[config.mk]
export PLATFORM = sky130hd
export DESIGN_NAME = apll_alu
export DESIGN_NICKNAME = d
export VERILOG_FILES = /design/src/design/apll_pkg.sv /design/src/design/apll_alu.sv
export SDC_FILE = /design/constraint.sdc
export NUM_CORES = 1
export LEC_CHECK = 0
export ABC_CLOCK_PERIOD_IN_PS = 4500
export BUFFER_PORTS_ARGS = -buffer_cell sky130_fd_sc_hd__buf_2
export CAP_MARGIN = 20
export CORE_MARGIN = 10
export CORE_UTILIZATION = 55
export DETAILED_ROUTE_END_ITERATION = 7
export PLACE_DENSITY = 0.91
export SETUP_SLACK_MARGIN = 0.3
export SYNTH_ARGS = -nofsm -noshare
export SYNTH_HDL_FRONTEND = slang
export SYNTH_SLANG_ARGS = --single-unit
[constraint.sdc]
create_clock -name vclk -period 4.5
set_input_delay 0 -clock vclk [all_inputs]
set_output_delay 0 -clock vclk [all_outputs]
set_load 0.02 [all_outputs]
[src/design/apll_pkg.sv]
// ----------------------------------------------------------------------------
// apll_pkg
// shared types, constants and helper functions of the analog pll register block
// ----------------------------------------------------------------------------
`default_nettype none

package apll_pkg;

  // register file geometry
  localparam int REG_COUNT = 256;
  localparam int IDX_W     = (REG_COUNT > 1) ? $clog2(REG_COUNT) : 1;

  // fixed locations in the aperture
  localparam logic [11:0] ID_OFFSET   = 12'h260;
  localparam logic [11:0] ZERO_OFFSET = 12'h280;
  localparam logic [31:0] ID_VALUE    = 32'h0061_0001;
  localparam logic [31:0] LOCK_BIT    = 32'h8000_0000;

  // command codes
  localparam logic CMD_READ  = 1'b0;
  localparam logic CMD_WRITE = 1'b1;

  // access size codes
  localparam logic [1:0] SIZE_BYTE = 2'd0;
  localparam logic [1:0] SIZE_HALF = 2'd1;
  localparam logic [1:0] SIZE_WORD = 2'd2;

  // alias codes, word offset within a 16-byte group
  localparam logic [1:0] ALIAS_WRITE  = 2'd0;
  localparam logic [1:0] ALIAS_SET    = 2'd1;
  localparam logic [1:0] ALIAS_CLEAR  = 2'd2;
  localparam logic [1:0] ALIAS_TOGGLE = 2'd3;

  typedef struct packed {
    logic        cmd;
    logic [11:0] offset;
    logic [1:0]  access_size;
    logic [31:0] write_data;
  } req_t;

  typedef struct packed {
    logic [31:0] read_data;
    logic        access_error;
  } rsp_t;

  // register file write port
  typedef struct packed {
    logic             en;
    logic [IDX_W-1:0] idx;
    logic [31:0]      data;
  } wr_t;

  // group index, wrapped to the register count
  function automatic logic [IDX_W-1:0] slot_of(input logic [11:0] off);
    int grp;
    grp = int'(off[11:4]);
    return IDX_W'(grp % REG_COUNT);
  endfunction

  // power-on contents of a register
  function automatic logic [31:0] reset_value(input logic [IDX_W-1:0] idx);
    logic [31:0] v;
    case (int'(idx))
      'h00:    v = 32'h8000_2042;
      'h01:    v = 32'h8000_3000;
      'h02:    v = 32'h8000_3000;
      'h03:    v = 32'h8000_2001;
      'h07:    v = 32'h0001_1006;
      'h08:    v = 32'h05F5_E100;
      'h09:    v = 32'h2964_619C;
      'h0A:    v = 32'h0001_100C;
      'h0B:    v = 32'h05F5_E100;
      'h0C:    v = 32'h2964_619C;
      'h0E:    v = 32'h8000_2001;
      'h0F:    v = 32'h1311_100C;
      'h10:    v = 32'h1018_101B;
      default: v = 32'h0000_0000;
    endcase
    return v;
  endfunction

  // pll groups keep their lock bit set on every write
  function automatic logic is_pll_group(input logic [11:0] off);
    logic [7:0] grp;
    grp = off[11:4];
    return grp inside {8'h00, 8'h01, 8'h02, 8'h03, 8'h0E};
  endfunction

endpackage

`default_nettype wire

[src/design/apll_alu.sv]
// ----------------------------------------------------------------------------
// apll_alu
// access decode, sub-word merge, alias operation and read formatting
// ----------------------------------------------------------------------------
`default_nettype none

module apll_alu (
  input  wire apll_pkg::req_t      req,
  input  wire logic [31:0]         cur_word,
  output apll_pkg::rsp_t           rsp,
  output apll_pkg::wr_t            wr
);

  logic [11:0] aligned;
  logic        is_special;
  logic [31:0] word_rd;
  logic        is_word;
  logic        misaligned;
  logic [4:0]  byte_shift;
  logic [4:0]  half_shift;
  logic [31:0] mask;
  logic [31:0] merged;
  logic [31:0] wval;
  logic [31:0] alias_val;

  always_comb begin
    aligned    = {req.offset[11:2], 2'b00};
    is_special = (aligned == apll_pkg::ID_OFFSET) || (aligned == apll_pkg::ZERO_OFFSET);

    if (aligned == apll_pkg::ID_OFFSET) begin
      word_rd = apll_pkg::ID_VALUE;
    end else if (aligned == apll_pkg::ZERO_OFFSET) begin
      word_rd = 32'h0;
    end else begin
      word_rd = cur_word;
    end

    // size code three behaves as a word
    is_word    = req.access_size[1];
    misaligned = is_word && (req.offset[1:0] != 2'b00);
    byte_shift = {req.offset[1:0], 3'b000};
    half_shift = {req.offset[1], 4'b0000};

    // bits shifted past 31 drop off
    mask   = ((req.access_size == apll_pkg::SIZE_BYTE) ? 32'h0000_00FF : 32'h0000_FFFF)
             << byte_shift;
    merged = (word_rd & ~mask) | ((req.write_data << byte_shift) & mask);
    wval   = is_word ? req.write_data : merged;

    case (req.offset[3:2])
      apll_pkg::ALIAS_WRITE:  alias_val = wval;
      apll_pkg::ALIAS_SET:    alias_val = cur_word | wval;
      apll_pkg::ALIAS_CLEAR:  alias_val = cur_word & ~wval;
      apll_pkg::ALIAS_TOGGLE: alias_val = cur_word ^ wval;
      default:                alias_val = wval;
    endcase
    if (apll_pkg::is_pll_group(req.offset)) begin
      alias_val = alias_val | apll_pkg::LOCK_BIT;
    end

    wr.en   = (req.cmd == apll_pkg::CMD_WRITE) && !is_special && !misaligned;
    wr.idx  = apll_pkg::slot_of(req.offset);
    wr.data = alias_val;

    rsp.access_error = misaligned;
    if (misaligned || (req.cmd == apll_pkg::CMD_WRITE)) begin
      rsp.read_data = 32'h0;
    end else if (is_word) begin
      rsp.read_data = word_rd;
    end else if (req.access_size == apll_pkg::SIZE_BYTE) begin
      rsp.read_data = {24'h0, 8'(word_rd >> byte_shift)};
    end else begin
      rsp.read_data = {16'h0, 16'(word_rd >> half_shift)};
    end
  end

endmodule

`default_nettype wire

After elaboration in Yosys (flattened, before gate mapping)
Cells that the tools add are included.
{"block": "classes", "shifts": 4, "bitwise": 8, "muxes": 9, "n_eq_ne": 9, "n_reduce_logical": 12}
{"op": "two-way mux 32 bit", "count": 6}
{"op": "case mux 32 bit (4 select lines)", "count": 1}
{"op": "bitwise AND 32 bit", "count": 3}
{"op": "NOT 32 bit", "count": 2}
{"op": "bitwise OR 32 bit", "count": 2}
{"op": "two-way mux 16 bit", "count": 2}
{"op": "left shift 16 x 5 -> 32 bit", "count": 1}
{"op": "left shift 32 x 5 -> 32 bit", "count": 1}
{"op": ">> shifter 32 x 5 -> 16 bit", "count": 1}
{"op": ">> shifter 32 x 5 -> 8 bit", "count": 1}
{"op": "XOR 32 bit", "count": 1}
{"op": "== test 10 x 8 -> 1 bit, second input constant", "count": 2}
{"op": "== test 8 x 2 -> 1 bit, second input constant", "count": 2}
{"op": "== test 8 x 1 -> 1 bit, second input constant", "count": 1}
{"op": "== test 8 x 4 -> 1 bit, second input constant", "count": 1}
{"op": "logical NOT 8 bit", "count": 1}
{"op": "nonzero test 5 bit", "count": 1}
{"op": "== test 2 bit, second input constant", "count": 2}
{"op": "logical NOT 2 bit", "count": 2}
{"op": "logical AND 1 bit", "count": 3}
{"op": "== test 2 x 1 -> 1 bit, second input constant", "count": 1}
{"op": "logical NOT 1 bit", "count": 2}
{"op": "logical OR 1 bit", "count": 2}
{"op": "nonzero test 2 bit", "count": 1}
{"block": "word_totals", "out_inout_bits": 74, "elab_cells": 42, "reg_bits": 0}

Logic depth before layout (Yosys ltp)
Gate-level depths: netlist of the first run.
{"block": "logic_depth", "depth_word": 11, "ltp_mapped": 14, "mapped_depth_nobuf": 11}

Worst setup path before layout of the first run
OpenSTA, ideal clock, no wires.
{"block": "synth_timing", "path_kind": "in2out", "start": "in req[37] in the netlist's numbering", "end": "out wr[31] in the netlist's numbering", "required_time_ns": 4.500, "slack_ns": 1.873, "cell_stages": 13, "t_arrival_ns": 2.627, "cell_sequence": "buf_6 > or4b_1 > buf_2 > a211o_1 > buf_2 > buf_6 > nand3_1 > o21ai_0 > a21oi_1 > ha_1 > mux4_2 > a21oi_1 > nand3_1"}
{"element": "start: declaration", "line": "apll_alu.sv:8", "rtl": "input wire apll_pkg::req_t req,"}
{"element": "end: declaration", "line": "apll_alu.sv:11", "rtl": "output apll_pkg::wr_t wr"}

==> impl_results.md, run 1 <==
* Die width at 99.9 µm
* Crit path depth at 11
* Synth Net Count at 670
* CP Cell Sequence: buf_2, or4b_1, a211o_1, nand3_1, o21ai_0, a21oi_1, ha_1, mux4_2, a21oi_1, nand3_1, buf_2
* Max Transition Viols Final at 0
* Most common cell after layout, fill and taps aside: buf_2
* Path category of the worst min-delay check: in -> out
* Worst EP arrival at 3.44 ns
* Initial antenna violation count at 0
* First-pass GRT wire length at 22,500 µm
* I/O Buffers at 153
* WL final at 14,000 µm
* Die height at 99.9 µm
* Yosys warns at 0
* WP data required at 4.50 ns
* Final Critical Period at 3.44 ns
* Post-route ant nets at 0
* Final TNS setup at 0 ns
* Mapped Area at 3510 µm²
* Detailed Route Iter0 Violations at 634
* Final period utilization at 76.5%
* Buf+Inv Stages, Crit Path at 2
* Adder-cell share of the synthesized area at 22.8%
* DRC at 0
* Final net count at 780
* Fin. Hold Viols at 0
* Leak Pwr at 0.00223 µW
* Area leader, netlist: ha_1
* Relative slew margins at 29.1%
* VDD IR max at 0.0000712 V
* Hold_buf cts at 0
* Ranking of synthesized cells by area: ha_1 23%, a21oi_1 6.8%, nand2_1 6.8%, o21ai_0 5.7%, inv_1 5.6%
* Post-DR vias/cell at 6.42
* Die area at 9970 µm²
* Via count at 4,572
* Seq/Total Area, Yosys at 0%
* CP Class: in -> out
* Largest net degree at the start of global routing at 55
* CP max stage cell: or4b_1
* DR pass1 iterations at 6
* Ratio of cells with drive above 1 in the final layout at 27.4%
* Post-CTS Setup Inserts at 0
* Critical Path End Type: output port
* Fmax at 291 MHz
* Synth top area share at 22.8%
* Top-Level Pins at 153
* Synth Area in Compound Gates at 33.6%
* Drt wl/cell at 19.6 µm
* FFs & Latches at 0
* Final setup viols at 0
* Ant diodes at 0
* Placement Rows at 29
* CP Max Fanout at 38
* Vias in the first global route at 4,485
* Critical Path Start: req[36]
* Final GP Congestion at 0.969
* Largest stage delay, worst path at 0.71 ns
* Avg Inst Size Synth at 6.65 µm²
* Power Dens Cells at 120 nW/µm²
* Post_cts resized at 0
* Post-Synthesis Cells at 527
* Max-cap viol count at 0
* Status: finished, final reports clean
* CP endpoint: wr[31]
* Yosys cell types at 46
* Core box area at 6280 µm²
* GRT Residual Overflow at 0
* Largest family of logic cells by synthesized area: compound AO/OA/AOI/OAI gates
* Initial Util at 55.9%
* Clkbuf count at 0
* Area growth from synthesis to layout at 18.6%
* RSZ-0062 raised after global routing: no
* Tot Pwr at 500 µW
* Post-Synth XOR/XNOR Area at 0%
* Worst Setup Start Kind: input pin
* Gr usage total at 26.2%
* Simple-Gate Fraction of Synth Area at 21.8%
* Worst slew pin tran at 1.06 ns
* Detailed placement HPWL at 11,000 µm
* CP delay by family, top: compound AO/OA/AOI/OAI gates
* Most frequent cells in the layout: 153 x buf_2, 64 x nand2_1, 64 x ha_1, 52 x inv_1, 48 x a21oi_1
* Sequential Area at 0 µm²
* Mux cell area share after synthesis at 9.13%
-- where the power goes --
part / leakage, µW / total (µW) / switching (µW) / internal (µW)
combinational: 0.00223 / 500 / 316 / 184
clock: 0 / 0 / 0 / 0
sequential: 0 / 0 / 0 / 0
-- Yosys cell counts, types with 2 or more instances --
library cell  instances
a211oi_1              2
a21oi_1              48
a221oi_1              5
a22o_1               11
a22oi_1              19
a22oi_2               2
a311o_1              10
a32oi_1               2
and2_1               15
and3_1                3
and4_1                2
buf_2                 4
buf_4                 9
buf_6                 3
clkbuf_1             33
ha_1                 64
inv_1                52
mux2i_1              17
mux4_2                6
nand2_1              64
nand2b_1              4
nand3_1              15
nand3b_1              9
nor2_1               24
nor2b_1               6
nor3_1                8
o211ai_1              7
o21ai_0              40
o21ai_1              12
o21ai_2               2
o31a_1                5
o31ai_1               3
o32ai_1               5
or2_2                 2
or3_1                 3
-- final cells by class --
cell class | count | area [µm²]
well taps | 77 | 96.3
repair buffers | 158 | 803
inverters | 52 | 195
fillers | 565 | 2120
multi-input cells | 425 | 3060
-- routing by layer --
metal	track usage (%)	routed length, µm	part of all wire [%]
met1	32.5	5310	38
met2	44.5	6470	46
met3	5.15	1700	12
met4	7.72	487	3.5
met5	0	0	0
-- through the flow --
stage	instance area (µm²)	worst slack (ns)	util, %	hold WS (ns)	cells
3_5_place_dp	4150	1.13	66.1	0.237	711
5_1_grt	4160	0.759	66.2	0.241	712
2_1_floorplan	3510	1.87	-	0.113	527
6_report	4160	1.06	66.2	0.235	712
4_1_cts	4150	1.12	66.1	0.238	711
3_3_place_gp	4150	1.25	66.1	0.231	711
-- how the worst min path moves through the flow --
stage / startpoint / end / slack, ns / cells after the start
3_5_place_dp: req[45] / wr[39] / 0.24 / 2
3_3_place_gp: req[44] / wr[38] / 0.23 / 2
2_1_floorplan: req[38] / wr[32] / 0.11 / 1
6_report: req[42] / wr[36] / 0.23 / 2
4_1_cts: req[44] / wr[38] / 0.24 / 2
5_1_grt: req[44] / wr[38] / 0.24 / 2
-- kinds of logic after synthesis --
logic type                 after synthesis
adders and majority gates               64
buffers and inverters                  102
muxes                                   24
and+or+nand+nor                        158
AOI/OAI and AO/OA                      179
(Power assumes the default switching activity.)
==> run 2: changes to the inputs <==
--- a/config.mk
+++ b/config.mk
@@ -5,13 +5,14 @@
 export SDC_FILE = /design/constraint.sdc
 export NUM_CORES = 1
 export LEC_CHECK = 0
-export ABC_CLOCK_PERIOD_IN_PS = 4500
+export ABC_AREA = 1
+export ABC_CLOCK_PERIOD_IN_PS = 3600
 export BUFFER_PORTS_ARGS = -buffer_cell sky130_fd_sc_hd__buf_2
 export CAP_MARGIN = 20
 export CORE_MARGIN = 10
-export CORE_UTILIZATION = 55
+export CORE_UTILIZATION = 52
 export DETAILED_ROUTE_END_ITERATION = 7
-export PLACE_DENSITY = 0.91
+export PLACE_DENSITY = 0.85
 export SETUP_SLACK_MARGIN = 0.3
 export SYNTH_ARGS = -nofsm -noshare
 export SYNTH_HDL_FRONTEND = slang
==> constraint.sdc (replaced) <==
create_clock -name vclk -period 3.6
set_input_delay 0 -clock vclk [all_inputs]
set_output_delay 0 -clock vclk [all_outputs]
set_load 0.02 [all_outputs]
==> impl_results.md, run 2 <==
* Drt wl/cell at 16.4 µm
* Worst slew pin tran at 0.842 ns
* Avg Inst Size Synth at 5.59 µm²
* Fin. Hold Viols at 0
* Power Dens Cells at 148 nW/µm²
* GRT Residual Overflow at 0
* Seq/Total Area, Yosys at 0%
* Worst Setup Start Kind: input pin
* Yosys warns at 0
* CP Cell Sequence: buf_2, inv_2, nand2_2, nor2_1, nand3_2, buf_12, nand3_1, nand2_1, nand2_1, nand2_1, inv_1, ha_1, a221oi_1, nand2_1, buf_2
* Ratio of cells with drive above 1 in the final layout at 24.3%
* Final GP Congestion at 0.922
* DRC at 0
* Initial Util at 54.4%
* Status: finished, final reports clean
* Final design instance area without fill at 4440 µm²
* Fmax at 375 MHz
* CP max stage cell: nand3_2
* Yosys cell types at 30
* Largest net degree at the start of global routing at 42
* Die width at 105 µm
* FFs & Latches at 0
* First-pass GRT wire length at 22,900 µm
* Clkbuf count at 0
* Final period utilization at 74.2%
* Most common cell after layout, fill and taps aside: nand2_1
* Area growth from synthesis to layout at 18.2%
* Die area at 11,000 µm²
* Via count at 5,047
* CP Class: in -> out
* Detailed Route Iter0 Violations at 383
* Leak Pwr at 0.00277 µW
* Post-CTS Setup Inserts at 0
* Largest stage delay, worst path at 0.52 ns
* Hold_buf cts at 0
* Final TNS setup at 0 ns
* Post-Synthesis Cells at 672
* Initial antenna violation count at 1
* Core box area at 6910 µm²
* RSZ-0062 raised after global routing: no
* Die height at 105 µm
* Non-Filler Instances at 876
* Final setup viols at 0
* Critical Path End Type: output port
* Most Crowded Layer GR: met2
* Final net count at 924
* Met2 usage at 39.7%
* I/O Buffers at 153
* Post-route ant nets at 0
* Final hold slack at 0.235 ns
* GRT met3 Usage at 4.18%
* Top-count cell post-synth: nand2_1
* Hold Crit Start: req[38]
* Top-Level Pins at 153
* Area leader, netlist: ha_1
* CP Max Fanout at 41
* DR pass1 iterations at 7
* Mapped Area at 3760 µm²
* Synth top area share at 21.3%
* Met1 Usage GRT at 29.8%
* Vias in the first global route at 4,708
* Max-cap viol count at 0
* Most frequent cells in the layout: 192 x nand2_1, 153 x buf_2, 81 x nor2_1, 68 x nand3_1, 64 x ha_1
* Sequential Area at 0 µm²
* Ranking of synthesized cells by area: ha_1 21%, nand2_1 19%, nand3_1 9.1%, nor2_1 8.2%, a221oi_1 7.5%
* Max Transition Viols Final at 0
* WL final at 14,300 µm
* Crit-path most repeated cell: nand2_1
* Critical Path Start: req[37]
* Gr usage total at 23.4%
* Post_cts resized at 0
* Final Critical Period at 2.67 ns
* VDD IR max at 0.0000672 V
* Dpl cell area at 4400 µm²
* Final Util at 64.3%
* Placed instance count at 873
* Placement Rows at 30
* Most instantiated cells after synthesis: 192 x nand2_1, 82 x nor2_1, 68 x nand3_1, 64 x ha_1, 60 x inv_1
* Post-DR vias/cell at 5.76
* Synth Net Count at 815
* Fillers at 735
* WP data required at 3.60 ns
* Detailed placement HPWL at 11,100 µm
* Relative slew margins at 43.8%
* Worst EP arrival at 2.67 ns
* Path category of the worst min-delay check: in -> out
## run 2: cell families (layout without fill, tap and decap cells)
logic type                 after synthesis  in the layout  share of synthesized area, %
AOI/OAI and AO/OA                       90             90                          17.2
adders and majority gates               64             64                          21.3
buffers and inverters                  120            227                          14.6
muxes                                    1              1                         0.266
other                                    0              1                             0
and+or+nand+nor                        397            397                          46.7
## run 2: critical path: cells and delay by family
family	cells	cell delay (ns)
AND/OR/NAND/NOR	8	1.28
buffers and inverters	5	0.83
AO/OA/AOI/OAI	1	0.32
adder cells (fa/ha/maj)	1	0.22
## run 2: path summary, 6_finish.rpt
kind  endpoint  cells after the start
min     wr[32]                      2
max     wr[23]                     15
## run 2: routing by layer
layer	up-vias	part of all wire [%]	routed length (µm)
met3	24	10	1430
met4	0	2.3	327
li1	2458	-	-
met5	-	0	0
met1	2294	42	5980
met2	271	46	6600
## run 2: area by class of cell
| class | instances | area, µm² | share of cell area (%) |
|---|---|---|---|
| Antenna cell | 1 | 2.50 | 0.0563 |
| Inverter | 68 | 255 | 5.75 |
| Multi-Input combinational cell | 552 | 3210 | 72.3 |
| Tap cell | 96 | 120 | 2.70 |
| Timing Repair Buffer | 159 | 851 | 19.2 |
## run 2: report_power, final
group          total, µW  internal, µW   leakage (µW)  switching, µW
logic                655           232        0.00277            423
clock network  0.0000372     0.0000372  0.00000000634              0
registers              0             0              0              0
total                655           232        0.00277            423
## run 2: metrics by stage
| stage | setup WS [ns] | power [µW] |
|---|---|---|
| after floorplan | 1.99 | 437 |
| after global placement | 1.12 | 624 |
| after detailed placement | 0.975 | 644 |
| after CTS | 0.970 | 648 |
| after global routing | 0.664 | 728 |
| final | 0.930 | 655 |
==> run 3: changes to the inputs <==
--- a/config.mk
+++ b/config.mk
@@ -5,12 +5,12 @@
 export SDC_FILE = /design/constraint.sdc
 export NUM_CORES = 1
 export LEC_CHECK = 0
-export ABC_AREA = 1
-export ABC_CLOCK_PERIOD_IN_PS = 3600
+export ABC_AREA = 0
+export ABC_CLOCK_PERIOD_IN_PS = 2600
 export BUFFER_PORTS_ARGS = -buffer_cell sky130_fd_sc_hd__buf_2
 export CAP_MARGIN = 20
 export CORE_MARGIN = 10
-export CORE_UTILIZATION = 52
+export CORE_UTILIZATION = 51
 export DETAILED_ROUTE_END_ITERATION = 7
 export PLACE_DENSITY = 0.85
 export SETUP_SLACK_MARGIN = 0.3
==> constraint.sdc (replaced) <==
create_clock -name vclk -period 2.6
set_input_delay 0 -clock vclk [all_inputs]
set_output_delay 0 -clock vclk [all_outputs]
set_load 0.02 [all_outputs]
==> impl_results.md, run 3 (same netlist as run 1, synthesis figures left out) <==
* Detailed Route Iter0 Violations at 422
* Pint at 448 µW
* First-pass GRT wire length at 23,400 µm
* Final setup viols at 0
* Via count at 4,766
* Placement Rows at 30
* Clkbuf count at 0
* P_sw at 614 µW
* RSZ-0062 raised after global routing: yes
* Status: finished, final reports clean
* Most frequent cells in the layout: 131 x buf_2, 73 x buf_4, 64 x nand2_1, 62 x ha_1, 51 x inv_1
* Final TNS setup at 0 ns
* Hold-critical path depth at 2
* I/O Buffers at 153
* Die area at 10,600 µm²
* Ant diodes at 0
* Final GP Congestion at 0.920
* Final net count at 840
* Critical Path End Type: output port
* DRC at 0
* DR pass1 iterations at 6
* FFs & Latches at 0
* Final Critical Period at 2.42 ns
* Final Util at 74.7%
* WP data required at 2.60 ns
* Drt wl/cell at 19.6 µm
* Fmax at 414 MHz
* Ratio of cells with drive above 1 in the final layout at 41.9%
* Max Transition Viols Final at 0
* Post-Place Setup Slack at -0.0319 ns
* Final period utilization at 92.9%
* Area growth from synthesis to layout at 44.0%
* Clock share of power at 0%
* Gr usage total at 26.8%
* Die height at 103 µm
* WL final at 15,200 µm
* Max Used Layer: met4
* Metal2 WL at 7190 µm
* Hold_buf cts at 0
* Core box area at 6760 µm²
* Max-cap viol count at 0
* Post-DR vias/cell at 6.15
* Vias in the first global route at 4,769
* Leak Pwr at 0.00263 µW
* Initial antenna violation count at 0
* Power Dens Cells at 210 nW/µm²
* Worst EP arrival at 2.42 ns
* Fillers at 539
* CP Class: in -> out
* Initial Util at 51.9%
* Die width at 103 µm
* Comb power frac at 100.0%
* Worst Setup Start Kind: input pin
* Worst slew pin tran at 0.743 ns
* Most common cell after layout, fill and taps aside: buf_2
* Final setup margin at 0.184 ns
* M1 wire length at 6010 µm
* Top-Level Pins at 153
* CP Max Fanout at 5
* Final hold slack at 0.225 ns
* Fin. Hold Viols at 0
* Relative slew margins at 50.5%
* Largest net degree at the start of global routing at 55
* Detailed placement HPWL at 11,100 µm
* GRT Residual Overflow at 0
* Tot Pwr at 1060 µW
* Post-route ant nets at 0
* Sw Share at 57.8%
* Sequential Area at 0 µm²
* Register share of total power at 0%
* Path category of the worst min-delay check: in -> out
* VDD IR max at 0.000162 V
* Met3 wire length at 1560 µm
## run 3: cell count changes in the layout (fill, tap and decap cells not counted), sizes merged, moves of 36 or more
cell | before | now
buf | 159 | 216
nand4 | 36 | 0
nand2 | 195 | 64
a21oi | 3 | 48
nand3 | 70 | 15
nor2 | 86 | 24
## run 3: timing repair
item | CTS | global route
pin swaps | 33 | 37
gates resized for setup | 69 | 32
gates cloned | 1 | 0
buffers inserted | 14 | 14
endpoints found under the setup margin | 32 | 32
## run 3: path summary, 6_finish.rpt
check | start | endpoint | slack, ns
setup / recovery | req[36] | wr[31] | 0.18
hold / removal | req[38] | wr[32] | 0.22
## run 3: layout make-up
cell class	count	area [µm²]	area share (%)
well taps	80	100	1.98
inverters	52	195	3.87
repair buffers	217	1370	27.1
multi-input cells	426	3380	67.0
## run 3: stage by stage
stage               cell area, µm²  instances
floorplan                     3580        527
global placement              4460        745
detailed placement            4480        746
CTS                           4830        761
global route                  5050        775
finish                        5050        775
## run 3: power groups by stage
stage / sequential (µW) / combinational, µW / clock, µW
final: 0 / 1060 / 0
after floorplan: 0 / 574 / 0
after detailed placement: 0 / 904 / 0
after global routing: 0 / 1150 / 0
after CTS: 0 / 985 / 0
after global placement: 0 / 872 / 0
## run 3: per-layer routing
metal  GRT usage, %  vias up
li1               -     2224
met1           33.0     2204
met2           46.3      297
met3           4.49       41
met4           8.02        0
met5              0        -
## run 3: worst max-delay path: stages
cell     delay [ns]
buf_6          0.09
or4b_4         0.57
a211o_4        0.35
nand3_2        0.10
o21ai_2        0.07
a21oi_2        0.17
ha_1           0.24
mux4_2         0.48
a21oi_2        0.13
nand3_2        0.08
buf_6          0.14
